$ cat config.mk
export PLATFORM = sky130hd
export DESIGN_NAME = frame_difference_motion_trigger
export DESIGN_NICKNAME = d
export VERILOG_FILES = /design/src/sv/fdmt_pkg.sv /design/src/sv/fdmt_front.sv /design/src/sv/fdmt_queue.sv /design/src/sv/fdmt_back.sv /design/src/sv/frame_difference_motion_trigger.sv
export SDC_FILE = /design/constraint.sdc
export NUM_CORES = 1
export LEC_CHECK = 0
export ABC_AREA = 1
export BUFFER_PORTS_ARGS = -buffer_cell sky130_fd_sc_hd__buf_2
export CAP_MARGIN = 20
export CORE_MARGIN = 3
export CORE_UTILIZATION = 64
export CTS_CLUSTER_SIZE = 25
export DETAILED_ROUTE_END_ITERATION = 8
export PLACE_DENSITY = 0.86
export SYNTH_ARGS = -nofsm -noshare
export SYNTH_HDL_FRONTEND = slang
export SYNTH_SLANG_ARGS = --single-unit
$ cat constraint.sdc
create_clock -name clk_i -period 12.3 [get_ports clk_i]
set_input_delay 1.23 -clock clk_i [delete_from_list [all_inputs] [get_ports clk_i]]
set_output_delay 1.23 -clock clk_i [all_outputs]
set_load 0.1 [all_outputs]
$ cat src/sv/fdmt_pkg.sv
// shared types and constants for the frame difference motion trigger
// no dependencies; imported by every module of the block
package fdmt_pkg;

  localparam int unsigned MAX_FRAME_PIXELS = 2097152;
  localparam int CNT_W      = $clog2(MAX_FRAME_PIXELS + 1);
  localparam int PIX_W      = 8;
  localparam int RATE_W     = 15;
  localparam int CD_W       = 17;
  localparam int TALLY_W    = 24;
  localparam int PHASE_W    = 16;
  localparam int CFG_IDX_W  = 3;
  localparam int CFG_DATA_W = 24;

  // gray conversion of the channel differences
  localparam int GRAY_SUM_W = 22;
  localparam int GRAY_SHIFT = 14;
  localparam logic [GRAY_SUM_W-1:0] COEF_B     = 22'd1868;
  localparam logic [GRAY_SUM_W-1:0] COEF_G     = 22'd9617;
  localparam logic [GRAY_SUM_W-1:0] COEF_R     = 22'd4899;
  localparam logic [GRAY_SUM_W-1:0] GRAY_ROUND = 22'd8192;

  // share in hundredths of a percent
  localparam int SCALE_W   = 14;
  localparam int PROD_W    = CNT_W + SCALE_W;
  localparam int DIV_STEPS = SCALE_W;
  localparam int STEP_W    = $clog2(DIV_STEPS);
  localparam logic [SCALE_W-1:0] RATE_SCALE = 14'd10000;
  localparam logic signed [RATE_W-1:0] RATE_INVALID = -15'sd100;

  localparam int QUEUE_DEPTH = 2;
  localparam int QPTR_W      = $clog2(QUEUE_DEPTH);
  localparam int QCNT_W      = $clog2(QUEUE_DEPTH + 1);

  typedef enum logic [CFG_IDX_W-1:0] {
    CFG_PIXEL_THRESHOLD,
    CFG_RATE_LOWER,
    CFG_RATE_UPPER,
    CFG_DIFF_INTERVAL,
    CFG_FRAMES_AFTER,
    CFG_MAX_FRAMES
  } cfg_idx_e;

  typedef struct packed {
    logic [PIX_W-1:0]          pixel_threshold;
    logic signed [RATE_W-1:0]  rate_lower;
    logic signed [RATE_W-1:0]  rate_upper;
    logic [PHASE_W-1:0]        diff_interval;
    logic [CD_W-2:0]           frames_after;
    logic [TALLY_W-1:0]        max_frames;
  } cfg_t;

  typedef struct packed {
    logic [CNT_W-1:0] changed;
    logic [CNT_W-1:0] pixels;
    logic             missing;
  } frame_sum_t;

  typedef enum logic [1:0] {
    BK_IDLE,
    BK_MUL,
    BK_DIV,
    BK_UPD
  } back_state_e;

endpackage

$ cat src/sv/fdmt_front.sv
// pixel front end: channel differences, gray threshold and per-frame counting
// depends on fdmt_pkg; hands one frame summary per last pixel to the queue
module fdmt_front (
  input  logic                    clk_i,
  input  logic                    rst_ni,
  input  logic                    in_valid_i,
  output logic                    in_ready_o,
  input  logic [7:0]              cur_blue_i,
  input  logic [7:0]              cur_green_i,
  input  logic [7:0]              cur_red_i,
  input  logic [7:0]              old_blue_i,
  input  logic [7:0]              old_green_i,
  input  logic [7:0]              old_red_i,
  input  logic                    old_valid_i,
  input  logic                    last_pixel_i,
  input  logic [7:0]              threshold_i,
  output logic                    push_valid_o,
  input  logic                    push_ready_i,
  output fdmt_pkg::frame_sum_t    push_data_o
);
  import fdmt_pkg::*;

  function automatic logic [PIX_W-1:0] abs_diff(input logic [PIX_W-1:0] a,
                                                input logic [PIX_W-1:0] b);
    return (a > b) ? (a - b) : (b - a);
  endfunction

  logic             a_valid_q;
  logic [PIX_W-1:0] db_q, dg_q, dr_q;
  logic             ok_q, last_q;

  logic [CNT_W-1:0] pixels_q, pixels_nx;
  logic [CNT_W-1:0] changed_q, changed_nx;
  logic             missing_q, missing_nx;

  logic [GRAY_SUM_W-1:0] gray_sum;
  logic [PIX_W-1:0]      gray;
  logic                  px_changed, pix_inc, consume;

  assign gray_sum = GRAY_SUM_W'(db_q) * COEF_B + GRAY_SUM_W'(dg_q) * COEF_G
                  + GRAY_SUM_W'(dr_q) * COEF_R + GRAY_ROUND;
  assign gray       = gray_sum[GRAY_SUM_W-1:GRAY_SHIFT];
  assign px_changed = gray > threshold_i;

  // counts stop at the frame size limit
  assign pix_inc    = pixels_q < CNT_W'(MAX_FRAME_PIXELS);
  assign pixels_nx  = pix_inc ? pixels_q + 1'b1 : pixels_q;
  assign changed_nx = (pix_inc && px_changed) ? changed_q + 1'b1 : changed_q;
  assign missing_nx = missing_q | ~ok_q;

  assign consume      = a_valid_q && (!last_q || push_ready_i);
  assign in_ready_o   = !a_valid_q || consume;
  assign push_valid_o = a_valid_q && last_q;
  assign push_data_o  = '{changed: changed_nx, pixels: pixels_nx, missing: missing_nx};

  always_ff @(posedge clk_i or negedge rst_ni) begin
    if (!rst_ni) begin
      a_valid_q <= 1'b0;
    end else if (in_ready_o) begin
      a_valid_q <= in_valid_i;
    end
  end

  always_ff @(posedge clk_i) begin
    if (in_valid_i && in_ready_o) begin
      db_q   <= abs_diff(cur_blue_i, old_blue_i);
      dg_q   <= abs_diff(cur_green_i, old_green_i);
      dr_q   <= abs_diff(cur_red_i, old_red_i);
      ok_q   <= old_valid_i;
      last_q <= last_pixel_i;
    end
  end

  always_ff @(posedge clk_i or negedge rst_ni) begin
    if (!rst_ni) begin
      pixels_q  <= '0;
      changed_q <= '0;
      missing_q <= 1'b0;
    end else if (consume) begin
      if (last_q) begin
        pixels_q  <= '0;
        changed_q <= '0;
        missing_q <= 1'b0;
      end else begin
        pixels_q  <= pixels_nx;
        changed_q <= changed_nx;
        missing_q <= missing_nx;
      end
    end
  end

endmodule

$ cat src/sv/fdmt_queue.sv
// two-entry queue of frame summaries between the front end and the back end
// depends on fdmt_pkg for the summary type and depth
module fdmt_queue (
  input  logic                 clk_i,
  input  logic                 rst_ni,
  input  logic                 push_valid_i,
  output logic                 push_ready_o,
  input  fdmt_pkg::frame_sum_t push_data_i,
  output logic                 pop_valid_o,
  input  logic                 pop_ready_i,
  output fdmt_pkg::frame_sum_t pop_data_o
);
  import fdmt_pkg::*;

  frame_sum_t        mem_q [QUEUE_DEPTH];
  logic [QPTR_W-1:0] wr_ptr_q, rd_ptr_q;
  logic [QCNT_W-1:0] cnt_q;
  logic              do_push, do_pop;

  assign push_ready_o = cnt_q != QCNT_W'(QUEUE_DEPTH);
  assign pop_valid_o  = cnt_q != '0;
  assign pop_data_o   = mem_q[rd_ptr_q];
  assign do_push      = push_valid_i && push_ready_o;
  assign do_pop       = pop_valid_o && pop_ready_i;

  always_ff @(posedge clk_i) begin
    if (do_push) begin
      mem_q[wr_ptr_q] <= push_data_i;
    end
  end

  always_ff @(posedge clk_i or negedge rst_ni) begin
    if (!rst_ni) begin
      wr_ptr_q <= '0;
      rd_ptr_q <= '0;
      cnt_q    <= '0;
    end else begin
      if (do_push) begin
        wr_ptr_q <= QPTR_W'((32'(wr_ptr_q) + 1) % QUEUE_DEPTH);
      end
      if (do_pop) begin
        rd_ptr_q <= QPTR_W'((32'(rd_ptr_q) + 1) % QUEUE_DEPTH);
      end
      if (do_push && !do_pop) begin
        cnt_q <= cnt_q + 1'b1;
      end else if (do_pop && !do_push) begin
        cnt_q <= cnt_q - 1'b1;
      end
    end
  end

`ifndef SYNTHESIS
  a_cnt_bound: assert property (@(posedge clk_i) disable iff (!rst_ni)
    cnt_q <= QCNT_W'(QUEUE_DEPTH))
    else $error("queue count beyond depth");
`endif

endmodule

$ cat src/sv/fdmt_back.sv
// frame back end: share by multiply and restoring divide, record trigger,
// cooldown and frame cap, output register; depends on fdmt_pkg
module fdmt_back (
  input  logic                          clk_i,
  input  logic                          rst_ni,
  input  fdmt_pkg::cfg_t                cfg_i,
  input  logic                          pop_valid_i,
  output logic                          pop_ready_o,
  input  fdmt_pkg::frame_sum_t          pop_data_i,
  output logic                          out_valid_o,
  input  logic                          out_ready_i,
  output logic signed [14:0]            change_rate_o,
  output logic                          recording_o,
  output logic                          record_started_o,
  output logic                          record_ended_o,
  output logic signed [16:0]            cooldown_left_o,
  output logic [23:0]                   video_frames_o
);
  import fdmt_pkg::*;

  back_state_e state_q, state_d;
  frame_sum_t  sum_q, sum_d;

  logic [PHASE_W-1:0]       phase_q, phase_d;
  logic signed [RATE_W-1:0] held_q, held_d;
  logic signed [CD_W-1:0]   cd_q, cd_d;
  logic [TALLY_W-1:0]       tally_q, tally_d;
  logic                     rec_q, rec_d;

  logic [CNT_W-1:0]   rem_q, rem_d;
  logic [SCALE_W-1:0] dq_q, dq_d;
  logic [STEP_W-1:0]  step_q, step_d;

  logic                     out_valid_q, out_valid_d;
  logic signed [RATE_W-1:0] out_rate_q, out_rate_d;
  logic                     out_rec_q, out_rec_d;
  logic                     out_start_q, out_start_d;
  logic                     out_end_q, out_end_d;
  logic signed [CD_W-1:0]   out_cd_q, out_cd_d;
  logic [TALLY_W-1:0]       out_tally_q, out_tally_d;

  // phase advance
  logic [PHASE_W-1:0] interval;
  logic [PHASE_W:0]   phase_inc;
  logic [PHASE_W-1:0] phase_nx;

  // divide step
  logic [PROD_W-1:0] prod;
  logic [CNT_W:0]    trial, trial_diff;
  logic              trial_ge;

  // frame update
  logic                   trig, started, ended, rec_a, rec_b;
  logic signed [CD_W-1:0] cd_a, cd_b;
  logic [TALLY_W-1:0]     tally_a, tally_b;

  assign interval  = (cfg_i.diff_interval == '0) ? PHASE_W'(1) : cfg_i.diff_interval;
  assign phase_inc = {1'b0, phase_q} + 1'b1;
  assign phase_nx  = (phase_inc >= {1'b0, interval}) ? '0 : phase_inc[PHASE_W-1:0];

  assign prod       = PROD_W'(sum_q.changed) * PROD_W'(RATE_SCALE);
  assign trial      = {rem_q, dq_q[SCALE_W-1]};
  assign trial_ge   = trial >= {1'b0, sum_q.pixels};
  assign trial_diff = trial - {1'b0, sum_q.pixels};

  always_comb begin
    trig    = (held_q > cfg_i.rate_lower) && (held_q < cfg_i.rate_upper);
    cd_a    = trig ? $signed({1'b0, cfg_i.frames_after}) : cd_q;
    started = trig && !rec_q;
    rec_a   = rec_q || trig;
    cd_b    = cd_a;
    tally_a = tally_q;
    if (!cd_a[CD_W-1]) begin
      cd_b = cd_a - 17'sd1;
      if (cd_b > 17'sd0) begin
        tally_a = tally_q + 1'b1;
      end
    end
    if (tally_a >= cfg_i.max_frames) begin
      cd_b = '0;
    end
    ended   = 1'b0;
    rec_b   = rec_a;
    tally_b = tally_a;
    if (cd_b == '0) begin
      ended   = rec_a;
      rec_b   = 1'b0;
      tally_b = '0;
    end
  end

  always_comb begin
    state_d     = state_q;
    sum_d       = sum_q;
    phase_d     = phase_q;
    held_d      = held_q;
    cd_d        = cd_q;
    tally_d     = tally_q;
    rec_d       = rec_q;
    rem_d       = rem_q;
    dq_d        = dq_q;
    step_d      = step_q;
    out_rate_d  = out_rate_q;
    out_rec_d   = out_rec_q;
    out_start_d = out_start_q;
    out_end_d   = out_end_q;
    out_cd_d    = out_cd_q;
    out_tally_d = out_tally_q;
    out_valid_d = out_valid_q && !out_ready_i;
    pop_ready_o = 1'b0;
    case (state_q)
      BK_IDLE: begin
        pop_ready_o = 1'b1;
        if (pop_valid_i) begin
          sum_d   = pop_data_i;
          phase_d = phase_nx;
          if (phase_q != '0) begin
            state_d = BK_UPD;
          end else if (pop_data_i.missing) begin
            held_d  = RATE_INVALID;
            state_d = BK_UPD;
          end else begin
            state_d = BK_MUL;
          end
        end
      end
      BK_MUL: begin
        // quotient fits the scale width, so the upper half is below the divisor
        rem_d   = prod[PROD_W-1:SCALE_W];
        dq_d    = prod[SCALE_W-1:0];
        step_d  = '0;
        state_d = BK_DIV;
      end
      BK_DIV: begin
        rem_d  = trial_ge ? trial_diff[CNT_W-1:0] : trial[CNT_W-1:0];
        dq_d   = {dq_q[SCALE_W-2:0], trial_ge};
        step_d = step_q + 1'b1;
        if (step_q == STEP_W'(DIV_STEPS - 1)) begin
          held_d  = $signed({1'b0, dq_d});
          state_d = BK_UPD;
        end
      end
      BK_UPD: begin
        if (!out_valid_q || out_ready_i) begin
          cd_d        = cd_b;
          tally_d     = tally_b;
          rec_d       = rec_b;
          out_valid_d = 1'b1;
          out_rate_d  = held_q;
          out_rec_d   = rec_b;
          out_start_d = started;
          out_end_d   = ended;
          out_cd_d    = cd_b;
          out_tally_d = tally_b;
          state_d     = BK_IDLE;
        end
      end
      default: begin
        state_d = BK_IDLE;
      end
    endcase
  end

  always_ff @(posedge clk_i or negedge rst_ni) begin
    if (!rst_ni) begin
      state_q     <= BK_IDLE;
      phase_q     <= '0;
      held_q      <= '0;
      cd_q        <= '0;
      tally_q     <= '0;
      rec_q       <= 1'b0;
      out_valid_q <= 1'b0;
    end else begin
      state_q     <= state_d;
      phase_q     <= phase_d;
      held_q      <= held_d;
      cd_q        <= cd_d;
      tally_q     <= tally_d;
      rec_q       <= rec_d;
      out_valid_q <= out_valid_d;
    end
  end

  always_ff @(posedge clk_i) begin
    sum_q       <= sum_d;
    rem_q       <= rem_d;
    dq_q        <= dq_d;
    step_q      <= step_d;
    out_rate_q  <= out_rate_d;
    out_rec_q   <= out_rec_d;
    out_start_q <= out_start_d;
    out_end_q   <= out_end_d;
    out_cd_q    <= out_cd_d;
    out_tally_q <= out_tally_d;
  end

  assign out_valid_o      = out_valid_q;
  assign change_rate_o    = out_rate_q;
  assign recording_o      = out_rec_q;
  assign record_started_o = out_start_q;
  assign record_ended_o   = out_end_q;
  assign cooldown_left_o  = out_cd_q;
  assign video_frames_o   = out_tally_q;

`ifndef SYNTHESIS
  a_start_sets_rec: assert property (@(posedge clk_i) disable iff (!rst_ni)
    out_valid_q && out_start_q |-> out_rec_q || out_end_q)
    else $error("start flagged without recording");
  a_end_clears_rec: assert property (@(posedge clk_i) disable iff (!rst_ni)
    out_valid_q && out_end_q |-> !out_rec_q)
    else $error("end flagged while still recording");
  a_idle_no_tally: assert property (@(posedge clk_i) disable iff (!rst_ni)
    out_valid_q && !out_rec_q |-> out_tally_q == '0)
    else $error("frame tally kept outside a recording");
  a_pop_leaves_idle: assert property (@(posedge clk_i) disable iff (!rst_ni)
    pop_valid_i && pop_ready_o |=> state_q != BK_IDLE)
    else $error("summary popped but back end stayed idle");
`endif

endmodule

$ cat src/sv/frame_difference_motion_trigger.sv
// top level of the frame difference motion trigger: register file, front end,
// summary queue and back end; depends on fdmt_pkg, fdmt_front, fdmt_queue, fdmt_back
//
//   channel  | handshake                 | beat carries
//   ---------+---------------------------+---------------------------------------
//   cfg      | cfg_valid_i / cfg_ready_o | cfg_index_i, cfg_data_i
//   in       | in_valid_i / in_ready_o   | current and previous bgr pixel, flags
//   out      | out_valid_o / out_ready_i | share, recording flags, cooldown, tally
//
// the front end takes one pixel per cycle; each last pixel sends a frame summary
// into a two-entry queue. the back end handles each frame end in the states pop,
// multiply, 14 restoring divide steps and update, or pop and update when no share
// is computed. short frames fill the queue and stall in_ready_o, as does a stalled
// output once the queue fills. reset is asynchronous and needs no clearing pass.
module frame_difference_motion_trigger (
  input  logic                clk_i,
  input  logic                rst_ni,
  input  logic                cfg_valid_i,
  output logic                cfg_ready_o,
  input  logic [2:0]          cfg_index_i,
  input  logic [23:0]         cfg_data_i,
  input  logic                in_valid_i,
  output logic                in_ready_o,
  input  logic [7:0]          cur_blue_i,
  input  logic [7:0]          cur_green_i,
  input  logic [7:0]          cur_red_i,
  input  logic [7:0]          old_blue_i,
  input  logic [7:0]          old_green_i,
  input  logic [7:0]          old_red_i,
  input  logic                old_valid_i,
  input  logic                last_pixel_i,
  output logic                out_valid_o,
  input  logic                out_ready_i,
  output logic signed [14:0]  change_rate_o,
  output logic                recording_o,
  output logic                record_started_o,
  output logic                record_ended_o,
  output logic signed [16:0]  cooldown_left_o,
  output logic [23:0]         video_frames_o
);
  import fdmt_pkg::*;

  cfg_t       cfg_q;
  frame_sum_t push_data, pop_data;
  logic       push_valid, push_ready, pop_valid, pop_ready;

  assign cfg_ready_o = 1'b1;

  always_ff @(posedge clk_i or negedge rst_ni) begin
    if (!rst_ni) begin
      cfg_q.pixel_threshold <= 8'd30;
      cfg_q.rate_lower      <= 15'sd0;
      cfg_q.rate_upper      <= 15'sd10000;
      cfg_q.diff_interval   <= 16'd1;
      cfg_q.frames_after    <= 16'd64;
      cfg_q.max_frames      <= 24'd65536;
    end else if (cfg_valid_i && cfg_ready_o) begin
      case (cfg_idx_e'(cfg_index_i))
        CFG_PIXEL_THRESHOLD: cfg_q.pixel_threshold <= cfg_data_i[PIX_W-1:0];
        CFG_RATE_LOWER:      cfg_q.rate_lower      <= $signed(cfg_data_i[RATE_W-1:0]);
        CFG_RATE_UPPER:      cfg_q.rate_upper      <= $signed(cfg_data_i[RATE_W-1:0]);
        CFG_DIFF_INTERVAL:   cfg_q.diff_interval   <= cfg_data_i[PHASE_W-1:0];
        CFG_FRAMES_AFTER:    cfg_q.frames_after    <= cfg_data_i[CD_W-2:0];
        CFG_MAX_FRAMES:      cfg_q.max_frames      <= cfg_data_i[TALLY_W-1:0];
        default: begin
        end
      endcase
    end
  end

  fdmt_front u_front (
    .clk_i        (clk_i),
    .rst_ni       (rst_ni),
    .in_valid_i   (in_valid_i),
    .in_ready_o   (in_ready_o),
    .cur_blue_i   (cur_blue_i),
    .cur_green_i  (cur_green_i),
    .cur_red_i    (cur_red_i),
    .old_blue_i   (old_blue_i),
    .old_green_i  (old_green_i),
    .old_red_i    (old_red_i),
    .old_valid_i  (old_valid_i),
    .last_pixel_i (last_pixel_i),
    .threshold_i  (cfg_q.pixel_threshold),
    .push_valid_o (push_valid),
    .push_ready_i (push_ready),
    .push_data_o  (push_data)
  );

  fdmt_queue u_queue (
    .clk_i        (clk_i),
    .rst_ni       (rst_ni),
    .push_valid_i (push_valid),
    .push_ready_o (push_ready),
    .push_data_i  (push_data),
    .pop_valid_o  (pop_valid),
    .pop_ready_i  (pop_ready),
    .pop_data_o   (pop_data)
  );

  fdmt_back u_back (
    .clk_i            (clk_i),
    .rst_ni           (rst_ni),
    .cfg_i            (cfg_q),
    .pop_valid_i      (pop_valid),
    .pop_ready_o      (pop_ready),
    .pop_data_i       (pop_data),
    .out_valid_o      (out_valid_o),
    .out_ready_i      (out_ready_i),
    .change_rate_o    (change_rate_o),
    .recording_o      (recording_o),
    .record_started_o (record_started_o),
    .record_ended_o   (record_ended_o),
    .cooldown_left_o  (cooldown_left_o),
    .video_frames_o   (video_frames_o)
  );

endmodule

==> summary.md <==
| Metric | Value |
|---|---|
| Number of synthesized flops with an enable pin | `259` |
| Routed wire length | `77400 um` |
| Synth top area share | `22.6%` |
| Synth warn | `0` |
| Die Span Y | `238 um` |
| Pre-antenna DRT Iters | `5` |
| Worst Min Path Start | `cfg_q[2]` |
| Worst Setup Start Kind | `flop` |
| CP arrival | `11.16 ns` |
| Initial Utilization | `65.1%` |
| CP max-delay cell | `fa_1` |
| Initial antenna violation count | `6` |
| Longest Clk Path Bufs | `3` |
| DP Wirelength | `55600 um` |
| Mean Syn Cell Area | `8.77 um^2` |
| Primary FF master, synth | `edfxtp_1` |
| Hold Path Class | `flop to flop` |
| Slew margin rel. | `24.9%` |
| Status | `finished, final reports clean` |
| Initial DRC count | `2218` |
| Post-route setup TNS | `0 ns` |
| Layout Nets | `4671` |
| Die X | `238 um` |
| RSZ-0062 raised after global routing | `false` |
| Fmax | `92.4 MHz` |
| CTS Buf Count | `50` |
| Area of the multi-input gates | `0.0176 mm^2` |
| Clock root buffer | `clkbuf_16` |
| Hold EP | `cfg_q[2]` |
| Worst r2r path cells | `44` |
| First-pass GRT wire length | `127000 um` |
| CP Data Required Time | `12.63 ns` |
| FF/Latch Area | `0.0133 mm^2` |
| Most used cell along the critical path | `inv_1` |
| Fin crit period | `10.83 ns` |
| CP max stage delay | `0.55 ns` |
| Fillers | `3778` |
| Distinct cells, synth | `61` |
| Worst Hold Path Cells | `2` |
| Critical R2R Launch | `u_front.db_q[5]` |
| Worst Setup End Kind | `flop` |
| Mapped Cells | `3924` |
| Critical path fanouts, max | `6` |
| Reg2Reg Setup Slack | `1.47 ns` |
| Final setup fails | `0` |
| Vias/cell | `5.59` |
| TritonCTS clock tree | `done` |
| Avg WL per Cell | `16.2 um` |
| Clk_lat worst skew | `0.61 ns` |
| Vias in the first global route | `26564` |
| Final period utilization | `88.0%` |
| Core area | `0.0529 mm^2` |
| Synth area leaders | `edfxtp_1, dfrtp_1, ha_1, inv_1, nand2_1` |
| Critical path class | `flop to flop` |
| Full die area | `0.0566 mm^2` |
| Register area share after synthesis | `38.7%` |
| Syn_nets | `4542` |
| CTS resizes | `0` |
| Mapped Area | `0.0344 mm^2` |
| Worst clock skew | `0.0260 ns` |
| FF-to-FF End | `u_queue.mem_q[1][39]` |
| Async SR Flop Fraction | `45.9%` |
| Slew @ Worst Pin | `1.12 ns` |
| H-tree levels | `2` |
| # IOs | `144` |
| Row cnt | `84` |
| Register bit total from synthesis | `479` |
| Final antenna-violating net count | `0` |
| Gpl congestion | `0.926` |
| Largest net degree at the start of global routing | `81` |
| Max Cap Violations | `0` |
| Sink Count | `479` |
| Dominant cell type by area after synthesis | `edfxtp_1` |
| Number of remaining DRC errors | `0` |
| Vias | `26751` |
| PortBufs | `142` |
| Setup bufs post-CTS | `0` |
| Post-cts hold buffer count | `0` |
| Remaining Overflow, GRT | `0` |
| Fraction of layout cells with a size suffix above 1 | `8.30%` |
| Max-slew violation count | `0` |
| Final hold vios | `0` |
| GRT Util Overall | `27.4%` |
| Area Growth Syn to Fin | `9.11%` |
| Reg clk slew, reported paths | `0.06 ns` |
-- registers in the layout, indices dropped and copies added, names as in the netlist, 2 cells and up --
| name | cells |
|---|---|
| u_back.sum_q | 44 |
| u_queue.cnt_q | 2 |
| u_back.cd_q | 17 |
| u_front.dg_q | 8 |
| u_back.video_frames_o | 24 |
| u_back.phase_q | 16 |
| u_queue.mem_q | 90 |
| u_front.dr_q | 8 |
| u_back.dq_q | 14 |
| u_back.held_q | 15 |
| u_back.cooldown_left_o | 17 |
| u_back.tally_q | 24 |
| u_front.db_q | 8 |
| u_back.change_rate_o | 15 |
| u_front.changed_q | 22 |
| u_back.step_q | 4 |
| u_back.state_q | 2 |
| cfg_q | 94 |
| u_front.pixels_q | 22 |
| u_back.rem_q | 22 |
-- cell usage after synthesis (7+ instances only) --
master	n
xnor2_1	31
nand2_2	23
dfstp_2	12
buf_6	9
a221oi_1	7
nor3_1	42
inv_1	823
or2_2	9
dfrtp_1	208
a21oi_1	188
o21ai_0	273
nand4_1	40
edfxtp_1	259
o221ai_1	8
o21bai_1	9
mux2i_1	15
xor2_1	85
nor4_1	13
ha_1	389
nor2_1	192
nand2_1	814
clkbuf_1	65
nand4_2	12
o22ai_1	12
nor2_2	7
nand3_1	142
fa_1	147
-- stage by stage --
step | utilization (%) | hold slack (ns) | instances | setup slack (ns) | area (um^2)
5_1_grt | 71.0 | 0.520 | 4785 | 0.637 | 37500
2_1_floorplan | - | 0.446 | 3924 | 2.66 | 34400
4_1_cts | 70.9 | 0.488 | 4781 | 1.51 | 37500
3_3_place_gp | 67.6 | 0.462 | 4687 | 2.13 | 35800
6_report | 71.0 | 0.486 | 4787 | 1.47 | 37500
3_5_place_dp | 67.6 | 0.473 | 4687 | 1.69 | 35800
-- worst max-delay path, delay by kind of cell (launching register included) --
| family | cells | cell delay, ns |
|---|---|---|
| adder cells (fa/ha/maj) | 12 | 4.70 |
| AND/OR/NAND/NOR | 12 | 2.20 |
| AO/OA/AOI/OAI | 9 | 2.10 |
| XOR/XNOR | 3 | 0.56 |
| flip-flops | 1 | 0.51 |
| buffers and inverters | 8 | 0.49 |
-- final cells by class --
| class | instances | area share (%) |
|---|---|---|
| Sequential cell | 479 | 35.4 |
| Multi-Input combinational cell | 2529 | 46.9 |
| Tap cell | 688 | 2.29 |
| Clock inverter | 24 | 0.623 |
| Clock buffer | 70 | 3.98 |
| Antenna cell | 4 | 0.0267 |
| Timing Repair Buffer | 163 | 2.43 |
| Inverter | 830 | 8.30 |
-- per-layer routing --
| layer | vias to the layer above | part of all wire (%) | global-route usage [%] | wire, um |
|---|---|---|---|---|
| met1 | 12797 | 42 | 36.3 | 32500 |
| met4 | 4 | 3.1 | 9.37 | 2420 |
| met2 | 907 | 49 | 46.9 | 37600 |
| li1 | 12845 | - | - | - |
| met3 | 198 | 6.2 | 3.91 | 4790 |
| met5 | - | 0.027 | 0 | 21 |
-- worst max path at each step --
stage / from / to / cells after the start
after global routing: u_front.db_q[5] / u_queue.mem_q[1][39] / 44
after floorplan: u_front.db_q[5] / u_queue.mem_q[0][39] / 45
after CTS: u_front.db_q[5] / u_queue.mem_q[1][39] / 44
after global placement: u_front.db_q[5] / u_queue.mem_q[0][39] / 44
final: u_front.db_q[5] / u_queue.mem_q[1][39] / 44
after detailed placement: u_front.db_q[5] / u_queue.mem_q[0][39] / 44
-- cells in the final DEF, fill, tap and decap left out, drive strengths merged, types with 70 or more instances in the layout --
master    n
nand2   839
inv     832
nand3   148
dfrtp   208
ha      389
buf     163
a21oi   188
nor2    204
clkbuf   70
xor2     85
fa      147
o21ai   281
edfxtp  259
-- kinds of logic (layout without fill, tap and decap cells) --
logic type / after synthesis / count (layout) / share of synthesized area (%)
buffers and inverters: 916 / 1087 / 10.2
other: 1 / 5 / 0.0109
muxes: 15 / 15 / 0.436
xor gates and xnor gates: 116 / 116 / 2.95
adders and majority gates: 536 / 536 / 22.7
AOI/OAI and AO/OA: 545 / 545 / 8.59
DFF: 479 / 479 / 38.7
and+or+nand+nor: 1316 / 1316 / 16.4
Power is left out: the tool's default activity adds up to more than one toggle a clock period on the data nets, which glitch-free logic cannot reach.
